### config.mk
export PLATFORM = sky130hd
export DESIGN_NAME = contrast_stretch_bayer_dither_flat
export DESIGN_NICKNAME = d
export VERILOG_FILES = /design/src/rtl/csbd_pkg.sv /design/src/rtl/csbd_if.sv /design/src/rtl/contrast_stretch_bayer_dither.sv /design/src/flat_wrapper.sv
export SDC_FILE = /design/constraint.sdc
export NUM_CORES = 1
export LEC_CHECK = 0
export ABC_AREA = 1
export ABC_CLOCK_PERIOD_IN_PS = 6010
export BUFFER_PORTS_ARGS = -buffer_cell sky130_fd_sc_hd__buf_2
export CAP_MARGIN = 0
export CELL_PAD_IN_SITES_DETAIL_PLACEMENT = 0
export CELL_PAD_IN_SITES_GLOBAL_PLACEMENT = 1
export CORE_MARGIN = 3
export CORE_UTILIZATION = 49
export CTS_CLUSTER_DIAMETER = 120
export DETAILED_ROUTE_END_ITERATION = 6
export GPL_ROUTABILITY_DRIVEN = 0
export GPL_TIMING_DRIVEN = 0
export PLACE_DENSITY = 0.92
export SLEW_MARGIN = 20
export SYNTH_ARGS = -nofsm -noshare
export SYNTH_HDL_FRONTEND = slang
export SYNTH_SLANG_ARGS = --single-unit
export TNS_END_PERCENT = 1
### constraint.sdc
create_clock -name clk -period 6.01 [get_ports clk]
set_clock_uncertainty 0.1 [all_clocks]
set_input_delay 0.3005 -clock clk [delete_from_list [all_inputs] [get_ports clk]]
set_output_delay 0.3005 -clock clk [all_outputs]
set_load 0.005 [all_outputs]
### src/rtl/csbd_pkg.sv
`timescale 1ns / 1ps

package csbd_pkg;

  // Route codes carried with every result.
  typedef enum logic [1:0] {
    ROUTE_NORMAL  = 2'd0,
    ROUTE_DITHER  = 2'd1,
    ROUTE_CAPTURE = 2'd2,
    ROUTE_DROP    = 2'd3
  } route_t;

  // Configuration register indexes.
  typedef enum logic [1:0] {
    REG_CAPTURE_ENABLE = 2'd0,
    REG_CAPTURE_WIDTH  = 2'd1,
    REG_CAPTURE_HEIGHT = 2'd2,
    REG_ENHANCE_ENABLE = 2'd3
  } cfg_reg_t;

  localparam int CoordW = 16;
  localparam int GrayW  = 8;
  localparam int DimW   = 11;
  localparam int AddrW  = 20;
  localparam int CfgW   = 11;

  localparam logic [GrayW-1:0] BlackLevel = 8'd30;

  // floor(g * 51 / 38) == (g * 1407345) >> 20 for every g up to 225.
  localparam logic [20:0] StretchMul = 21'd1407345;
  // (v * 15 + 127) / 255 == (v * 61695 + 522351) >> 20 for every v up to 255.
  localparam logic [15:0] QuantMul   = 16'd61695;
  localparam logic [23:0] QuantAdd   = 24'd522351;

  // 8x8 Bayer thresholds, indexed by {y[2:0], x[2:0]}.
  localparam logic [5:0] BayerTab [64] = '{
    6'd0,  6'd32, 6'd8,  6'd40, 6'd2,  6'd34, 6'd10, 6'd42,
    6'd48, 6'd16, 6'd56, 6'd24, 6'd50, 6'd18, 6'd58, 6'd26,
    6'd12, 6'd44, 6'd4,  6'd36, 6'd14, 6'd46, 6'd6,  6'd38,
    6'd60, 6'd28, 6'd52, 6'd20, 6'd62, 6'd30, 6'd54, 6'd22,
    6'd3,  6'd35, 6'd11, 6'd43, 6'd1,  6'd33, 6'd9,  6'd41,
    6'd51, 6'd19, 6'd59, 6'd27, 6'd49, 6'd17, 6'd57, 6'd25,
    6'd15, 6'd47, 6'd7,  6'd39, 6'd13, 6'd45, 6'd5,  6'd37,
    6'd63, 6'd31, 6'd55, 6'd23, 6'd61, 6'd29, 6'd53, 6'd21
  };

  // Dither offset (t - 32) * 17 / 32, truncated toward zero.
  function automatic logic signed [5:0] dither_offset(input logic [5:0] t);
    logic       neg;
    logic [5:0] mag;
    logic [9:0] prod;
    logic [4:0] quo;
    neg  = (t < 6'd32);
    mag  = neg ? (6'd32 - t) : (t - 6'd32);
    prod = {4'd0, mag} * 10'd17;
    quo  = prod[9:5];
    return neg ? (6'sd0 - $signed({1'b0, quo})) : $signed({1'b0, quo});
  endfunction

endpackage

### src/rtl/csbd_if.sv
`timescale 1ns / 1ps

interface csbd_pixel_in_if;
  logic               valid;
  logic               ready;
  logic signed [15:0] pixel_x;
  logic signed [15:0] pixel_y;
  logic [7:0]         gray_in;

  modport source (output valid, pixel_x, pixel_y, gray_in, input ready);
  modport sink   (input valid, pixel_x, pixel_y, gray_in, output ready);
endinterface

interface csbd_pixel_out_if;
  logic               valid;
  logic               ready;
  csbd_pkg::route_t   route;
  logic signed [15:0] out_x;
  logic signed [15:0] out_y;
  logic [7:0]         out_value;
  logic [19:0]        capture_address;

  modport source (output valid, route, out_x, out_y, out_value, capture_address,
                  input ready);
  modport sink   (input valid, route, out_x, out_y, out_value, capture_address,
                  output ready);
endinterface

interface csbd_cfg_if;
  logic                 valid;
  logic                 ready;
  csbd_pkg::cfg_reg_t   index;
  logic [10:0]          data;

  modport source (output valid, index, data, input ready);
  modport sink   (input valid, index, data, output ready);
endinterface

### src/rtl/contrast_stretch_bayer_dither.sv
`timescale 1ns / 1ps

// Throughput: one pixel per cycle while the output is not stalled; each of the
// three stages holds its item while the stage after it cannot take it, so a
// stall on the output backs up in order. Reset (rst_n low, synchronous) clears
// all stage valid bits and all configuration registers; the configuration port
// is always ready.
module contrast_stretch_bayer_dither (
  input logic              clk,
  input logic              rst_n,
  csbd_pixel_in_if.sink    in_px,
  csbd_pixel_out_if.source out_px,
  csbd_cfg_if.sink         cfg_wr
);
  import csbd_pkg::*;

  // Configuration registers. They must be written only while the pipeline is
  // empty, a rule the block leaves to the user, so no stage needs its own copy.
  logic             cap_en_r;
  logic [DimW-1:0]  cap_w_r;
  logic [DimW-1:0]  cap_h_r;
  logic             enh_en_r;

  // Stage 1: route decision, address product, stretched gray, dither offset.
  logic                    s1_vld_r;
  route_t                  s1_route_r;
  logic signed [CoordW-1:0] s1_x_r;
  logic signed [CoordW-1:0] s1_y_r;
  logic [GrayW-1:0]        s1_gray_r;
  logic [AddrW-1:0]        s1_prod_r;
  logic [GrayW-1:0]        s1_c_r;
  logic signed [5:0]       s1_dith_r;

  // Stage 2: final address and dithered, clamped gray.
  logic                    s2_vld_r;
  route_t                  s2_route_r;
  logic signed [CoordW-1:0] s2_x_r;
  logic signed [CoordW-1:0] s2_y_r;
  logic [GrayW-1:0]        s2_gray_r;
  logic [AddrW-1:0]        s2_addr_r;
  logic [GrayW-1:0]        s2_v_r;

  // Stage 3: the output register.
  logic                    s3_vld_r;
  route_t                  s3_route_r;
  logic signed [CoordW-1:0] s3_x_r;
  logic signed [CoordW-1:0] s3_y_r;
  logic [GrayW-1:0]        s3_value_r;
  logic [AddrW-1:0]        s3_addr_r;

  // A stage loads when it is empty or when its content moves on in the same
  // cycle; this is the usual elastic chain and never drops or doubles an item.
  logic en1, en2, en3;
  assign en3 = !s3_vld_r || out_px.ready;
  assign en2 = !s2_vld_r || en3;
  assign en1 = !s1_vld_r || en2;

  assign in_px.ready  = en1;
  assign cfg_wr.ready = 1'b1;

  // ---------------- Stage 1 next values ----------------
  route_t            s1_route_nxt;
  logic [AddrW-1:0]  s1_prod_nxt;
  logic [GrayW-1:0]  s1_c_nxt;
  logic signed [5:0] s1_dith_nxt;
  logic              in_window;
  logic [GrayW-1:0]  g_off;
  logic [28:0]       stretch_prod;
  logic [8:0]        c_wide;
  logic [25:0]       addr_prod;

  always_comb begin
    // Window test: both coordinates non-negative and below the dimensions.
    in_window = !in_px.pixel_x[CoordW-1] && !in_px.pixel_y[CoordW-1] &&
                ({4'd0, cap_w_r} > in_px.pixel_x[CoordW-2:0]) &&
                ({4'd0, cap_h_r} > in_px.pixel_y[CoordW-2:0]);

    if (cap_en_r) begin
      s1_route_nxt = in_window ? ROUTE_CAPTURE : ROUTE_DROP;
    end else if (enh_en_r) begin
      s1_route_nxt = ROUTE_DITHER;
    end else begin
      s1_route_nxt = ROUTE_NORMAL;
    end

    // Row times width; only the low address bits are ever kept.
    addr_prod   = {11'd0, in_px.pixel_y[CoordW-2:0]} * {15'd0, cap_w_r};
    s1_prod_nxt = addr_prod[AddrW-1:0];

    // Stretch 30..220 onto 0..255 with a reciprocal multiply, then clamp.
    g_off        = (in_px.gray_in < BlackLevel) ? '0 : (in_px.gray_in - BlackLevel);
    stretch_prod = {21'd0, g_off} * {8'd0, StretchMul};
    c_wide       = stretch_prod[28:20];
    s1_c_nxt     = c_wide[8] ? 8'd255 : c_wide[7:0];

    // Bayer cell from the low three bits of each coordinate.
    s1_dith_nxt = dither_offset(BayerTab[{in_px.pixel_y[2:0], in_px.pixel_x[2:0]}]);
  end

  // ---------------- Stage 2 next values ----------------
  logic [AddrW-1:0]  s2_addr_nxt;
  logic [GrayW-1:0]  s2_v_nxt;
  logic signed [9:0] v_sum;

  always_comb begin
    s2_addr_nxt = (s1_route_r == ROUTE_CAPTURE) ?
                  (s1_prod_r + {5'd0, s1_x_r[CoordW-2:0]}) : '0;
    v_sum = $signed({2'b00, s1_c_r}) + 10'(s1_dith_r);
    if (v_sum < 10'sd0) begin
      s2_v_nxt = '0;
    end else if (v_sum > 10'sd255) begin
      s2_v_nxt = 8'd255;
    end else begin
      s2_v_nxt = v_sum[7:0];
    end
  end

  // ---------------- Stage 3 next values ----------------
  logic [GrayW-1:0] s3_value_nxt;
  logic [23:0]      quant_prod;
  logic [3:0]       level;

  always_comb begin
    // Sixteen levels: (v * 15 + 127) / 255 folded into one multiply-add.
    quant_prod = {8'd0, s2_v_r} * {8'd0, QuantMul} + QuantAdd;
    level      = quant_prod[23:20];
    // A level times 17 is the level repeated in both nibbles.
    s3_value_nxt = (s2_route_r == ROUTE_DITHER) ? {level, level} : s2_gray_r;
  end

  // ---------------- Control registers ----------------
  always_ff @(posedge clk) begin
    if (!rst_n) begin
      cap_en_r <= 1'b0;
      cap_w_r  <= '0;
      cap_h_r  <= '0;
      enh_en_r <= 1'b0;
      s1_vld_r <= 1'b0;
      s2_vld_r <= 1'b0;
      s3_vld_r <= 1'b0;
    end else begin
      if (cfg_wr.valid) begin
        case (cfg_wr.index)
          REG_CAPTURE_ENABLE: cap_en_r <= cfg_wr.data[0];
          REG_CAPTURE_WIDTH:  cap_w_r  <= cfg_wr.data;
          REG_CAPTURE_HEIGHT: cap_h_r  <= cfg_wr.data;
          REG_ENHANCE_ENABLE: enh_en_r <= cfg_wr.data[0];
          default: ;
        endcase
      end
      if (en1) s1_vld_r <= in_px.valid;
      if (en2) s2_vld_r <= s1_vld_r;
      if (en3) s3_vld_r <= s2_vld_r;
    end
  end

  // ---------------- Payload registers ----------------
  always_ff @(posedge clk) begin
    if (en1) begin
      s1_route_r <= s1_route_nxt;
      s1_x_r     <= in_px.pixel_x;
      s1_y_r     <= in_px.pixel_y;
      s1_gray_r  <= in_px.gray_in;
      s1_prod_r  <= s1_prod_nxt;
      s1_c_r     <= s1_c_nxt;
      s1_dith_r  <= s1_dith_nxt;
    end
    if (en2) begin
      s2_route_r <= s1_route_r;
      s2_x_r     <= s1_x_r;
      s2_y_r     <= s1_y_r;
      s2_gray_r  <= s1_gray_r;
      s2_addr_r  <= s2_addr_nxt;
      s2_v_r     <= s2_v_nxt;
    end
    if (en3) begin
      s3_route_r <= s2_route_r;
      s3_x_r     <= s2_x_r;
      s3_y_r     <= s2_y_r;
      s3_value_r <= s3_value_nxt;
      s3_addr_r  <= s2_addr_r;
    end
  end

  assign out_px.valid           = s3_vld_r;
  assign out_px.route           = s3_route_r;
  assign out_px.out_x           = s3_x_r;
  assign out_px.out_y           = s3_y_r;
  assign out_px.out_value       = s3_value_r;
  assign out_px.capture_address = s3_addr_r;

endmodule

### src/flat_wrapper.sv
// flat-port wrapper written by rule: the top's interface ports become plain ports
module contrast_stretch_bayer_dither_flat import csbd_pkg::*;
  (clk, rst_n, in_px_valid, in_px_pixel_x, in_px_pixel_y, in_px_gray_in, in_px_ready, out_px_valid, out_px_route, out_px_out_x, out_px_out_y, out_px_out_value, out_px_capture_address, out_px_ready, cfg_wr_valid, cfg_wr_index, cfg_wr_data, cfg_wr_ready);
  csbd_pixel_in_if in_px_i ();
  csbd_pixel_out_if out_px_i ();
  csbd_cfg_if cfg_wr_i ();
  input logic clk;
  input logic rst_n;
  input wire logic [$bits(in_px_i.valid)-1:0] in_px_valid;
  input wire logic [$bits(in_px_i.pixel_x)-1:0] in_px_pixel_x;
  input wire logic [$bits(in_px_i.pixel_y)-1:0] in_px_pixel_y;
  input wire logic [$bits(in_px_i.gray_in)-1:0] in_px_gray_in;
  output wire logic [$bits(in_px_i.ready)-1:0] in_px_ready;
  output wire logic [$bits(out_px_i.valid)-1:0] out_px_valid;
  output wire logic [$bits(out_px_i.route)-1:0] out_px_route;
  output wire logic [$bits(out_px_i.out_x)-1:0] out_px_out_x;
  output wire logic [$bits(out_px_i.out_y)-1:0] out_px_out_y;
  output wire logic [$bits(out_px_i.out_value)-1:0] out_px_out_value;
  output wire logic [$bits(out_px_i.capture_address)-1:0] out_px_capture_address;
  input wire logic [$bits(out_px_i.ready)-1:0] out_px_ready;
  input wire logic [$bits(cfg_wr_i.valid)-1:0] cfg_wr_valid;
  input wire logic [$bits(cfg_wr_i.index)-1:0] cfg_wr_index;
  input wire logic [$bits(cfg_wr_i.data)-1:0] cfg_wr_data;
  output wire logic [$bits(cfg_wr_i.ready)-1:0] cfg_wr_ready;
  assign in_px_i.valid = in_px_valid;
  assign in_px_i.pixel_x = in_px_pixel_x;
  assign in_px_i.pixel_y = in_px_pixel_y;
  assign in_px_i.gray_in = in_px_gray_in;
  assign in_px_ready = in_px_i.ready;
  assign out_px_valid = out_px_i.valid;
  assign out_px_route = out_px_i.route;
  assign out_px_out_x = out_px_i.out_x;
  assign out_px_out_y = out_px_i.out_y;
  assign out_px_out_value = out_px_i.out_value;
  assign out_px_capture_address = out_px_i.capture_address;
  assign out_px_i.ready = out_px_ready;
  assign cfg_wr_i.valid = cfg_wr_valid;
  assign cfg_wr_i.index = cfg_wr_index;
  assign cfg_wr_i.data = cfg_wr_data;
  assign cfg_wr_ready = cfg_wr_i.ready;
  contrast_stretch_bayer_dither u_core (.clk(clk), .rst_n(rst_n), .in_px(in_px_i), .out_px(out_px_i), .cfg_wr(cfg_wr_i));
endmodule
Word-level counts from Yosys, hierarchy flattened

Memory sizes are Yosys's and may differ from the RTL's.
Index checks and enable logic that the tools add are counted.
W data, S select, Z words.

Register bits: 235
Bits in read-only memories: 384
Input port bits: 58
Output and inout port bits: 65
Word-level logic and storage cells: 77
Memories: 1

Add/subtract/negate cells: 7
Multipliers: 4
$lt $le $gt $ge: 7
Equal/unequal tests: 5
Multiplexer cells: 10
Bitwise logic cells: 1
Reduce and logical (&&, ||, !) cells: 16

Memories:

| memory           | depth | bits a word | read ports | clocked after memory_dff | write ports | line                                | text |
|---|---|---|---|---|---|---|---|
| (name not given) | 64    | 6           | 1          | 0                        | 0           | contrast_stretch_bayer_dither.sv:97 | `s1_dith_nxt = dither_offset(BayerTab[{in_px.pixel_y[2:0], in_px.pixel_x[2:0]}]);` |

Operator list:

| kind                     | number |
|---|---|
| $gt A11 B15 Y1           | 2 |
| $mul A8 B21 Y29 const B  | 1 |
| $add A24 B19 Y24 const B | 1 |
| $mul A8 B16 Y24 const B  | 1 |
| $mux W8                  | 3 |
| $add A20 B15 Y20         | 1 |
| $mul A15 B11 Y20         | 1 |
| $mux W6                  | 3 |
| $add A9 B6 Y10           | 1 |
| $gt A10 B9 Y1 const B    | 1 |
| $lt A10 B1 Y1 const B    | 1 |
| $mul A6 B5 Y10 const B   | 1 |
| $lt A8 B5 Y1 const B     | 1 |
| $reduce_and A2 Y1        | 4 |
| $sub A8 B5 Y8 const B    | 1 |
| $ge A7 B7 Y1 const B     | 1 |
| $not A6 Y7               | 1 |
| $eq A2 B2 Y1 const B     | 3 |
| $lt A6 B6 Y1 const B     | 1 |
| $sub A1 B5 Y6 const A    | 1 |
| $sub A6 B6 Y6 const A    | 1 |
| $sub A6 B6 Y6 const B    | 1 |
| $logic_not A1 Y1         | 5 |
| $mux W5                  | 1 |
| 6 further kinds          | 12 |

Logic depth before layout (Yosys ltp)

Gate-level depths: netlist (run 1).

Word-level depth: 9
Mapped depth: 28
Mapped depth without buffers: 28

Worst setup path before layout (run 1)

Ideal clock, no wire load.

Path type: input to register
From: in in_px_gray_in[1]
To: reg u_core.s1_c_r[2], data pin
Setup time: 265 ps
Arrival: 4,854 ps
Required time: 5,645 ps
Path slack: 790 ps
Stages: 22
Buffers on the path: 0
Cells stage by stage: ha_1 -> nand2_1 -> nor2_1 -> inv_1 -> nand2_1 -> nor3_1 -> nor3_1 -> inv_1 -> fa_1 -> fa_1 -> fa_1 -> fa_1 -> inv_1 -> ha_1 -> nand2_1 -> inv_1 -> a21boi_0 -> nand2_1 -> a21oi_1 -> nand3b_1 -> nand2_1 -> nand3_1

Cells in the longest elaborated chain, start to end: 3
Elaborated cells on any way between the ends: 4
Those cells by class: add/sub: 1; mul: 1; order compare: 1; mux: 1

Ends and longest elaborated chain:

| item                                                 | line                                 | text |
|---|---|---|
| start, declared                                      | flat_wrapper.sv:12                   | `input wire logic [$bits(in_px_i.gray_in)-1:0] in_px_gray_in;` |
| $sub A8 B5 Y8 / $lt A8 B5 Y1 (equally long branches) | contrast_stretch_bayer_dither.sv:91  | `g_off = (in_px.gray_in < BlackLevel) ? '0 : (in_px.gray_in - BlackLevel);` |
| $mux W8 (*)                                          | contrast_stretch_bayer_dither.sv:91  |  |
| $mul A8 B21 Y29 (*)                                  | contrast_stretch_bayer_dither.sv:92  | `stretch_prod = {21'd0, g_off} * {8'd0, StretchMul};` |
| end signal, assigned                                 | contrast_stretch_bayer_dither.sv:165 | `s1_c_r <= s1_c_nxt;` |
| end, declared                                        | contrast_stretch_bayer_dither.sv:31  | `logic [GrayW-1:0] s1_c_r;` |

Mark *: on every way between the ends. The rest lies on a longest branch, timed or not.
A chain may end at the register's enable or synchronous reset.

Worst setup path in the final report (run 1)

From: in in_px_pixel_y[3]
To: reg u_core.s1_prod_r[16], data pin

Cells in the longest elaborated chain, start to end: 1

Ends and longest elaborated chain:

| item                     | line                                 | text |
|---|---|---|
| start, declared          | flat_wrapper.sv:11                   | `input wire logic [$bits(in_px_i.pixel_y)-1:0] in_px_pixel_y;` |
| $mul A15 B11 Y20         | contrast_stretch_bayer_dither.sv:87  | `addr_prod = {11'd0, in_px.pixel_y[CoordW-2:0]} * {15'd0, cap_w_r};` |
| net u_core.addr_prod[16] | contrast_stretch_bayer_dither.sv:70  | `logic [25:0] addr_prod;` |
| end signal, assigned     | contrast_stretch_bayer_dither.sv:164 | `s1_prod_r <= s1_prod_nxt;` |
| end, declared            | contrast_stretch_bayer_dither.sv:30  | `logic [AddrW-1:0] s1_prod_r;` |

The timed path passes the listed nets, and every way through them passes these cells.

==> impl_metrics.toml, run 1 <==
[setup_path]
worst_r2r_endpoint = "u_core.s1_prod_r[19]$_DFFE_PP_"
cp_max_fo = 10
startpoint = "in_px_pixel_y[3]"
critical_path_required_ns = 6.20
worst_r2r_path_depth = 19
crit_type = "primary input to register"
cp-endpoint = "u_core.s1_prod_r[16]$_DFFE_PP_"
reg2reg_slack_ns = 0.38
cp-start-kind = "primary input"
crit_path_end_kind = "register"
arrival_ns = 5.91
r2r_start = "u_core.cap_w_r[2]$_SDFFE_PN0P_"

[clocking]
clkLatencyLatePin_ns = 0.53
cts_root_buffer = "clkbuf_16"
cts.sinks = 235
numCtsBuffers = 25
htreeDepth = 1
cts_tree = "built"
ctsLongestPathBuffers = 3
clkTransAtPathRegs_ns = 0.06
postCtsSetupBuffers = 0

[yosys]
yosys_register_bits = 235
synth.net_count = 2518
synth-seq-area-share_pct = 34.8
ys_warn_count = 0
synth.avg_cell_area_um2 = 9.42
syn_inst = 2067
synth_top_flop_cell = "edfxtp_1"
ys_types = 38
syn_area_um2 = 19500
async_flop_share_pct = 0
synth_edf_count = 208

[global_route]
grtUsageTotal_pct = 21.7
first_global_vias = 15000
grt_pass1_wl_um = 73500
grt_max_degree = 60
antenna_found_initial = 0
overflow = 0

[layout]
final_nets = 2721
final_core_util_pct = 57.1
drive_gt1_share_pct = 8.30
layout_common_cells = "inv_1, nand2_1, ha_1, edfxtp_1, fa_1"
final_common_cell = "inv_1"
syn2layout_area_growth_pct = 14.0

[sta]
rsz0062_at_grt = "false"
max-slew-margin-rel_pct = 40.1
hold_viol = 0
clock.fmax_mhz = 175
period_needed_ns = 5.72
tightest_slew_ns = 0.899
fin_crit_sh_pct = 95.2
setup_ws_ns = 0.290
setup_violations = 0
drv_slew = 0
setup_tns_ns = 0

[routing]
vias = 14500
wire_per_inst_um = 16.1
drc = 0
first_iter_violations = 981
firstDrtPassIters = 5
wirelength_um = 45100
ant_nets = 0
viasPerCell = 5.17

[floorplanning]
core_area_um2 = 38900
die_height_um = 205
initial_core_util_pct = 50.1
num_io_pins = 123
rows = 72
die_w_um = 205
die_area_um2 = 42200

[outcome]
status = "finished, final reports clean"

[placement]
place_ws_ns = -0.485
dpl.hpwl_um = 36600
portBuffers = 121

[run]
cap_violations = 0

[worst_hold_path]
hold_class = "primary input to register"
[what timing repair did]
action	4_1_cts	5_1_grt
hold endpoints to repair	62	0
resized for setup	0	16
hold buffers	54	0
endpoints found under the setup margin	0	4
[area by class of cell]
| cell class | count | area [µm²] |
|---|---|---|
| repair buffers | 178 | 1230 |
| flip-flops and latches | 235 | 6790 |
| fillers | 3369 | 16700 |
| diodes | 1 | 2.50 |
| clock inverters | 16 | 129 |
| well taps | 518 | 648 |
| multi-input cells | 1345 | 10900 |
| inverters | 453 | 1700 |
| clock buffers | 30 | 687 |
| plain buffers | 32 | 135 |
[per-stage QoR]
stage | cell area [µm²] | std cells | hold slack (ns)
finish | 22200 | 2808 | 0.0387
global route | 22200 | 2807 | 0.0136
CTS | 22200 | 2809 | 0.00809
detailed placement | 20800 | 2709 | 0.305
global placement | 20700 | 2706 | 0.301
floorplan | 19500 | 2067 | 0.299
[how the worst min path moves through the flow]
stage / depth (start not counted) / end / from / slack [ns]
6_report: 1 / u_core.s1_y_r[14]$_DFFE_PP_ / in_px_pixel_y[14] / 0.04
5_1_grt: 1 / u_core.s1_y_r[14]$_DFFE_PP_ / in_px_pixel_y[14] / 0.01
4_1_cts: 1 / u_core.s1_y_r[14]$_DFFE_PP_ / in_px_pixel_y[14] / 0.008
3_5_place_dp: 0 / u_core.out_px.capture_address[14]$_DFFE_PP_ / u_core.s2_addr_r[14]$_SDFFCE_PP0P_ / 0.30
3_3_place_gp: 0 / u_core.out_px.out_y[15]$_DFFE_PP_ / u_core.s2_y_r[15]$_DFFE_PP_ / 0.30
2_1_floorplan: 0 / u_core.s1_gray_r[0]$_DFFE_PP_ / in_px_gray_in[0] / 0.30
[synth_stat cells, types with 15 or more instances]
| cell | count | area, µm² |
|---|---|---|
| nor3_1 | 23 | 115 |
| nor2_1 | 123 | 462 |
| dfxtp_1 | 27 | 541 |
| nand4_1 | 21 | 131 |
| xnor2_1 | 17 | 149 |
| xor2_1 | 30 | 263 |
| a21oi_1 | 114 | 571 |
| ha_1 | 210 | 2630 |
| clkbuf_1 | 32 | 120 |
| o21bai_1 | 15 | 113 |
| edfxtp_1 | 208 | 6250 |
| a21o_1 | 21 | 158 |
| o21ai_0 | 78 | 390 |
| nand2_1 | 390 | 1460 |
| nand3_1 | 65 | 325 |
| fa_1 | 183 | 3660 |
| inv_1 | 452 | 1700 |
[cells by family (layout without fill, tap and decap cells)]
logic type	Yosys count	count (layout)	synth area share (%)
and+or+nand+nor	643	643	13.6
DFF	235	235	34.8
other	1	2	0.0193
buffers and inverters	487	709	9.41
AOI/OAI and AO/OA	258	258	7.41
xor gates and xnor gates	50	50	2.42
adders and majority gates	393	393	32.3
[worst max-delay path: stages]
cell,delay (ns)
dlygate4sd3_1,0.52
buf_2,0.17
clkbuf_1,0.51
nand2_1,0.17
fa_1,0.50
inv_1,0.05
fa_1,0.50
fa_1,0.55
inv_1,0.06
fa_1,0.53
inv_1,0.05
fa_1,0.47
ha_1,0.37
a21o_1,0.20
inv_1,0.07
nor2_1,0.04
nor3b_1,0.31
nand3_1,0.20
nand3_1,0.11
nand2_1,0.07
xor2_1,0.15
[metal layers]
metal	vias to the layer above	global-route usage [%]	wire length, µm
met3	74	2.72	3210
met4	0	6.03	1070
li1	7022	-	-
met2	474	36.1	20800
met5	-	0	0
met1	6939	30.3	20000
[flip-flops by register name, indices dropped and copies added (netlist names), 6 cells and up]
register	cells
u_core.cap_h_r	11
u_core.cap_w_r	11
u_core.out_px.capture_address	20
u_core.out_px.out_value	8
u_core.out_px.out_x	16
u_core.out_px.out_y	16
u_core.s1_c_r	8
u_core.s1_dith_r	6
u_core.s1_gray_r	8
u_core.s1_prod_r	20
u_core.s1_x_r	16
u_core.s1_y_r	16
u_core.s2_addr_r	20
u_core.s2_gray_r	8
u_core.s2_v_r	8
u_core.s2_x_r	16
u_core.s2_y_r	16
Power of run 1 is not shown: default switching activity piles up to over one toggle a cycle in this logic, so the estimate is an artifact.
==> inputs of run 2 (changes only) <==
Settings changed: BUFFER_PORTS_ARGS -buffer_cell sky130_fd_sc_hd__buf_2 to not set, CORE_UTILIZATION 49 to 51, DONT_BUFFER_PORTS set to 1, PLACE_DENSITY 0.92 to 0.91, REMOVE_ABC_BUFFERS set to 1.
==> run 2 against run 1 <==
  * The run now ends with antenna rules left
  * Setup slack better by 0.078 ns
  * Via count is 4.2% lower
  * First-iteration DRC count is 0.20% higher
  * Critical path type is now register to register
  * Critical endpoint unchanged
==> impl_metrics.toml, run 2 (synthesis results as in run 1) <==
[routing]
wirelength_um = 43600
first_iter_violations = 983
wire_per_inst_um = 16.4
vias = 13900
drc = 0
ant_nets = 1
viasPerCell = 5.24
firstDrtPassIters = 6

[layout]
final_common_cell = "inv_1"
register_area_um2 = 6790
final_nets = 2573
final_core_util_pct = 58.0
layout_common_cells = "inv_1, nand2_1, ha_1, edfxtp_1, fa_1"
syn2layout_area_growth_pct = 10.6
fillers = 3192
final-instance-count-excl-fill = 2653
stdcell_area_um2 = 21500
multiInputGateArea_um2 = 10900
drive_gt1_share_pct = 2.94

[run]
cap_violations = 0

[floorplanning]
num_io_pins = 123
die_w_um = 201
initial_core_util_pct = 52.5
core_area_um2 = 37100
rows = 70
die_area_um2 = 40600
die_height_um = 201

[worst_hold_path]
hold_class = "primary input to register"
hp-start = "in_px_pixel_y[0]"

[global_route]
grtUsageTotal_pct = 21.8
overflow = 0
antenna_found_initial = 2
grt_max_degree = 61
first_global_vias = 14000
grt_pass1_wl_um = 71600

[setup_path]
critical_path_required_ns = 6.20
path_buf_inv = 4
reg2reg_slack_ns = 0.37
worst_r2r_endpoint = "u_core.s1_prod_r[16]$_DFFE_PP_"
path_common_cell = "fa_1"
startpoint = "u_core.cap_w_r[2]$_SDFFE_PN0P_"
critPathSlowestCell = "dfxtp_1"
arrival_ns = 5.84
crit_type = "register to register"
crit_path_end_kind = "register"
worstPathCellList = "nand2_1 -> fa_1 -> fa_1 -> inv_1 -> fa_1 -> inv_1 -> fa_1 -> inv_1 -> fa_1 -> ha_1 -> a21o_1 -> inv_1 -> nor2_1 -> nor3b_1 -> nand3_1 -> nand3_1 -> nand2_1 -> xor2_1"
max_stage_delay_ns = 0.92
r2r_start = "u_core.cap_w_r[2]$_SDFFE_PN0P_"
cp_max_fo = 17
cpLargestDelayFamily = "adder cells"
cp_num_cells = 18
cp-endpoint = "u_core.s1_prod_r[16]$_DFFE_PP_"
cp-start-kind = "register"
worst_r2r_path_depth = 18

[clocking]
clkTransAtPathRegs_ns = 0.06
htreeDepth = 1
postCtsSetupBuffers = 0
numCtsBuffers = 27
cts_tree = "built"
clkLatencyLatePin_ns = 0.57
ctsLongestPathBuffers = 3
ctsResizeCount = 0
cts_root_buffer = "clkbuf_16"
cts.sinks = 235

[sta]
drv_slew = 0
tightest_slew_ns = 1.03
period_needed_ns = 5.64
fin_crit_sh_pct = 93.9
rsz0062_at_grt = "false"
setup_violations = 0
clock.fmax_mhz = 177
max-slew-margin-rel_pct = 30.8
setup_ws_ns = 0.368
hold_viol = 0

[outcome]
status = "complete, but fails checks"
violations = "antenna rules"

[placement]
place_ws_ns = -0.267
dpl.hpwl_um = 34200
portBuffers = 0
placed_cells = 2540
placed_area_um2 = 20100
-- run 2: cell types whose count changed in the layout (fill, tap and decap cells not counted), sizes merged --
| cell | previous run | this run |
|---|---|---|
| buf | 126 | 3 |
| clkbuf | 60 | 29 |
| clkinv | 8 | 17 |
| diode | 1 | 6 |
| clkinvlp | 5 | 1 |
| dlygate4sd3 | 54 | 57 |
-- run 2: worst min-delay path by stage --
stage | to | slack, ns | depth (start not counted)
3_3_place_gp | u_core.s1_y_r[15]$_DFFE_PP_ | 0.30 | 0
6_report | u_core.s1_dith_r[5]$_SDFFCE_PN0P_ | 0.06 | 4
3_5_place_dp | u_core.s1_x_r[15]$_DFFE_PP_ | 0.30 | 0
2_1_floorplan | u_core.s1_gray_r[0]$_DFFE_PP_ | 0.30 | 0
5_1_grt | u_core.s1_dith_r[5]$_SDFFCE_PN0P_ | 0.06 | 4
4_1_cts | u_core.cap_h_r[3]$_SDFFE_PN0P_ | 0.03 | 3
-- run 2: layer usage --
| metal | global-route usage (%) | vias to the layer above | part of all wire (%) |
|---|---|---|---|
| met3 | 5.21 | 66 | 7.7 |
| met5 | 0 | - | 0 |
| met4 | 4.68 | 0 | 2.1 |
| met2 | 34.2 | 416 | 45 |
| li1 | - | 6716 | - |
| met1 | 31.2 | 6708 | 45 |
-- run 2: per-stage QoR --
step / setup TNS, ns / hold slack, ns
detailed placement: -1.75 / 0.299
CTS: 0 / 0.0346
global placement: -1.25 / 0.299
floorplan: 0 / 0.299
global route: 0 / 0.0626
finish: 0 / 0.0566
-- run 2: cell type report --
type | instances | share of cell area, %
antenna | 6 | 0.0697
clock buffer | 29 | 3.17
clock inverter | 21 | 0.819
inverter | 453 | 7.91
multi-input combinational | 1345 | 50.6
sequential | 235 | 31.5
tap | 504 | 2.93
timing repair buffer | 60 | 3.03
-- run 2: worst register-to-register path: stages, from the launching register on --
cell and delay [ns]:
dfxtp_1 0.92, nand2_1 0.18, fa_1 0.50, fa_1 0.51, inv_1 0.05, fa_1 0.47, inv_1 0.06, fa_1 0.53
inv_1 0.05, fa_1 0.47, ha_1 0.37, a21o_1 0.20, inv_1 0.07, nor2_1 0.04, nor3b_1 0.30, nand3_1 0.22
nand3_1 0.12, nand2_1 0.07, xor2_1 0.15
-- run 2: repair_timing --
action / in CTS / in global routing
endpoints found under the setup margin: 0 / 0
hold buffers: 56 / 1
endpoints found under the hold margin: 69 / 1
Power of run 2 is left out for the same reason.
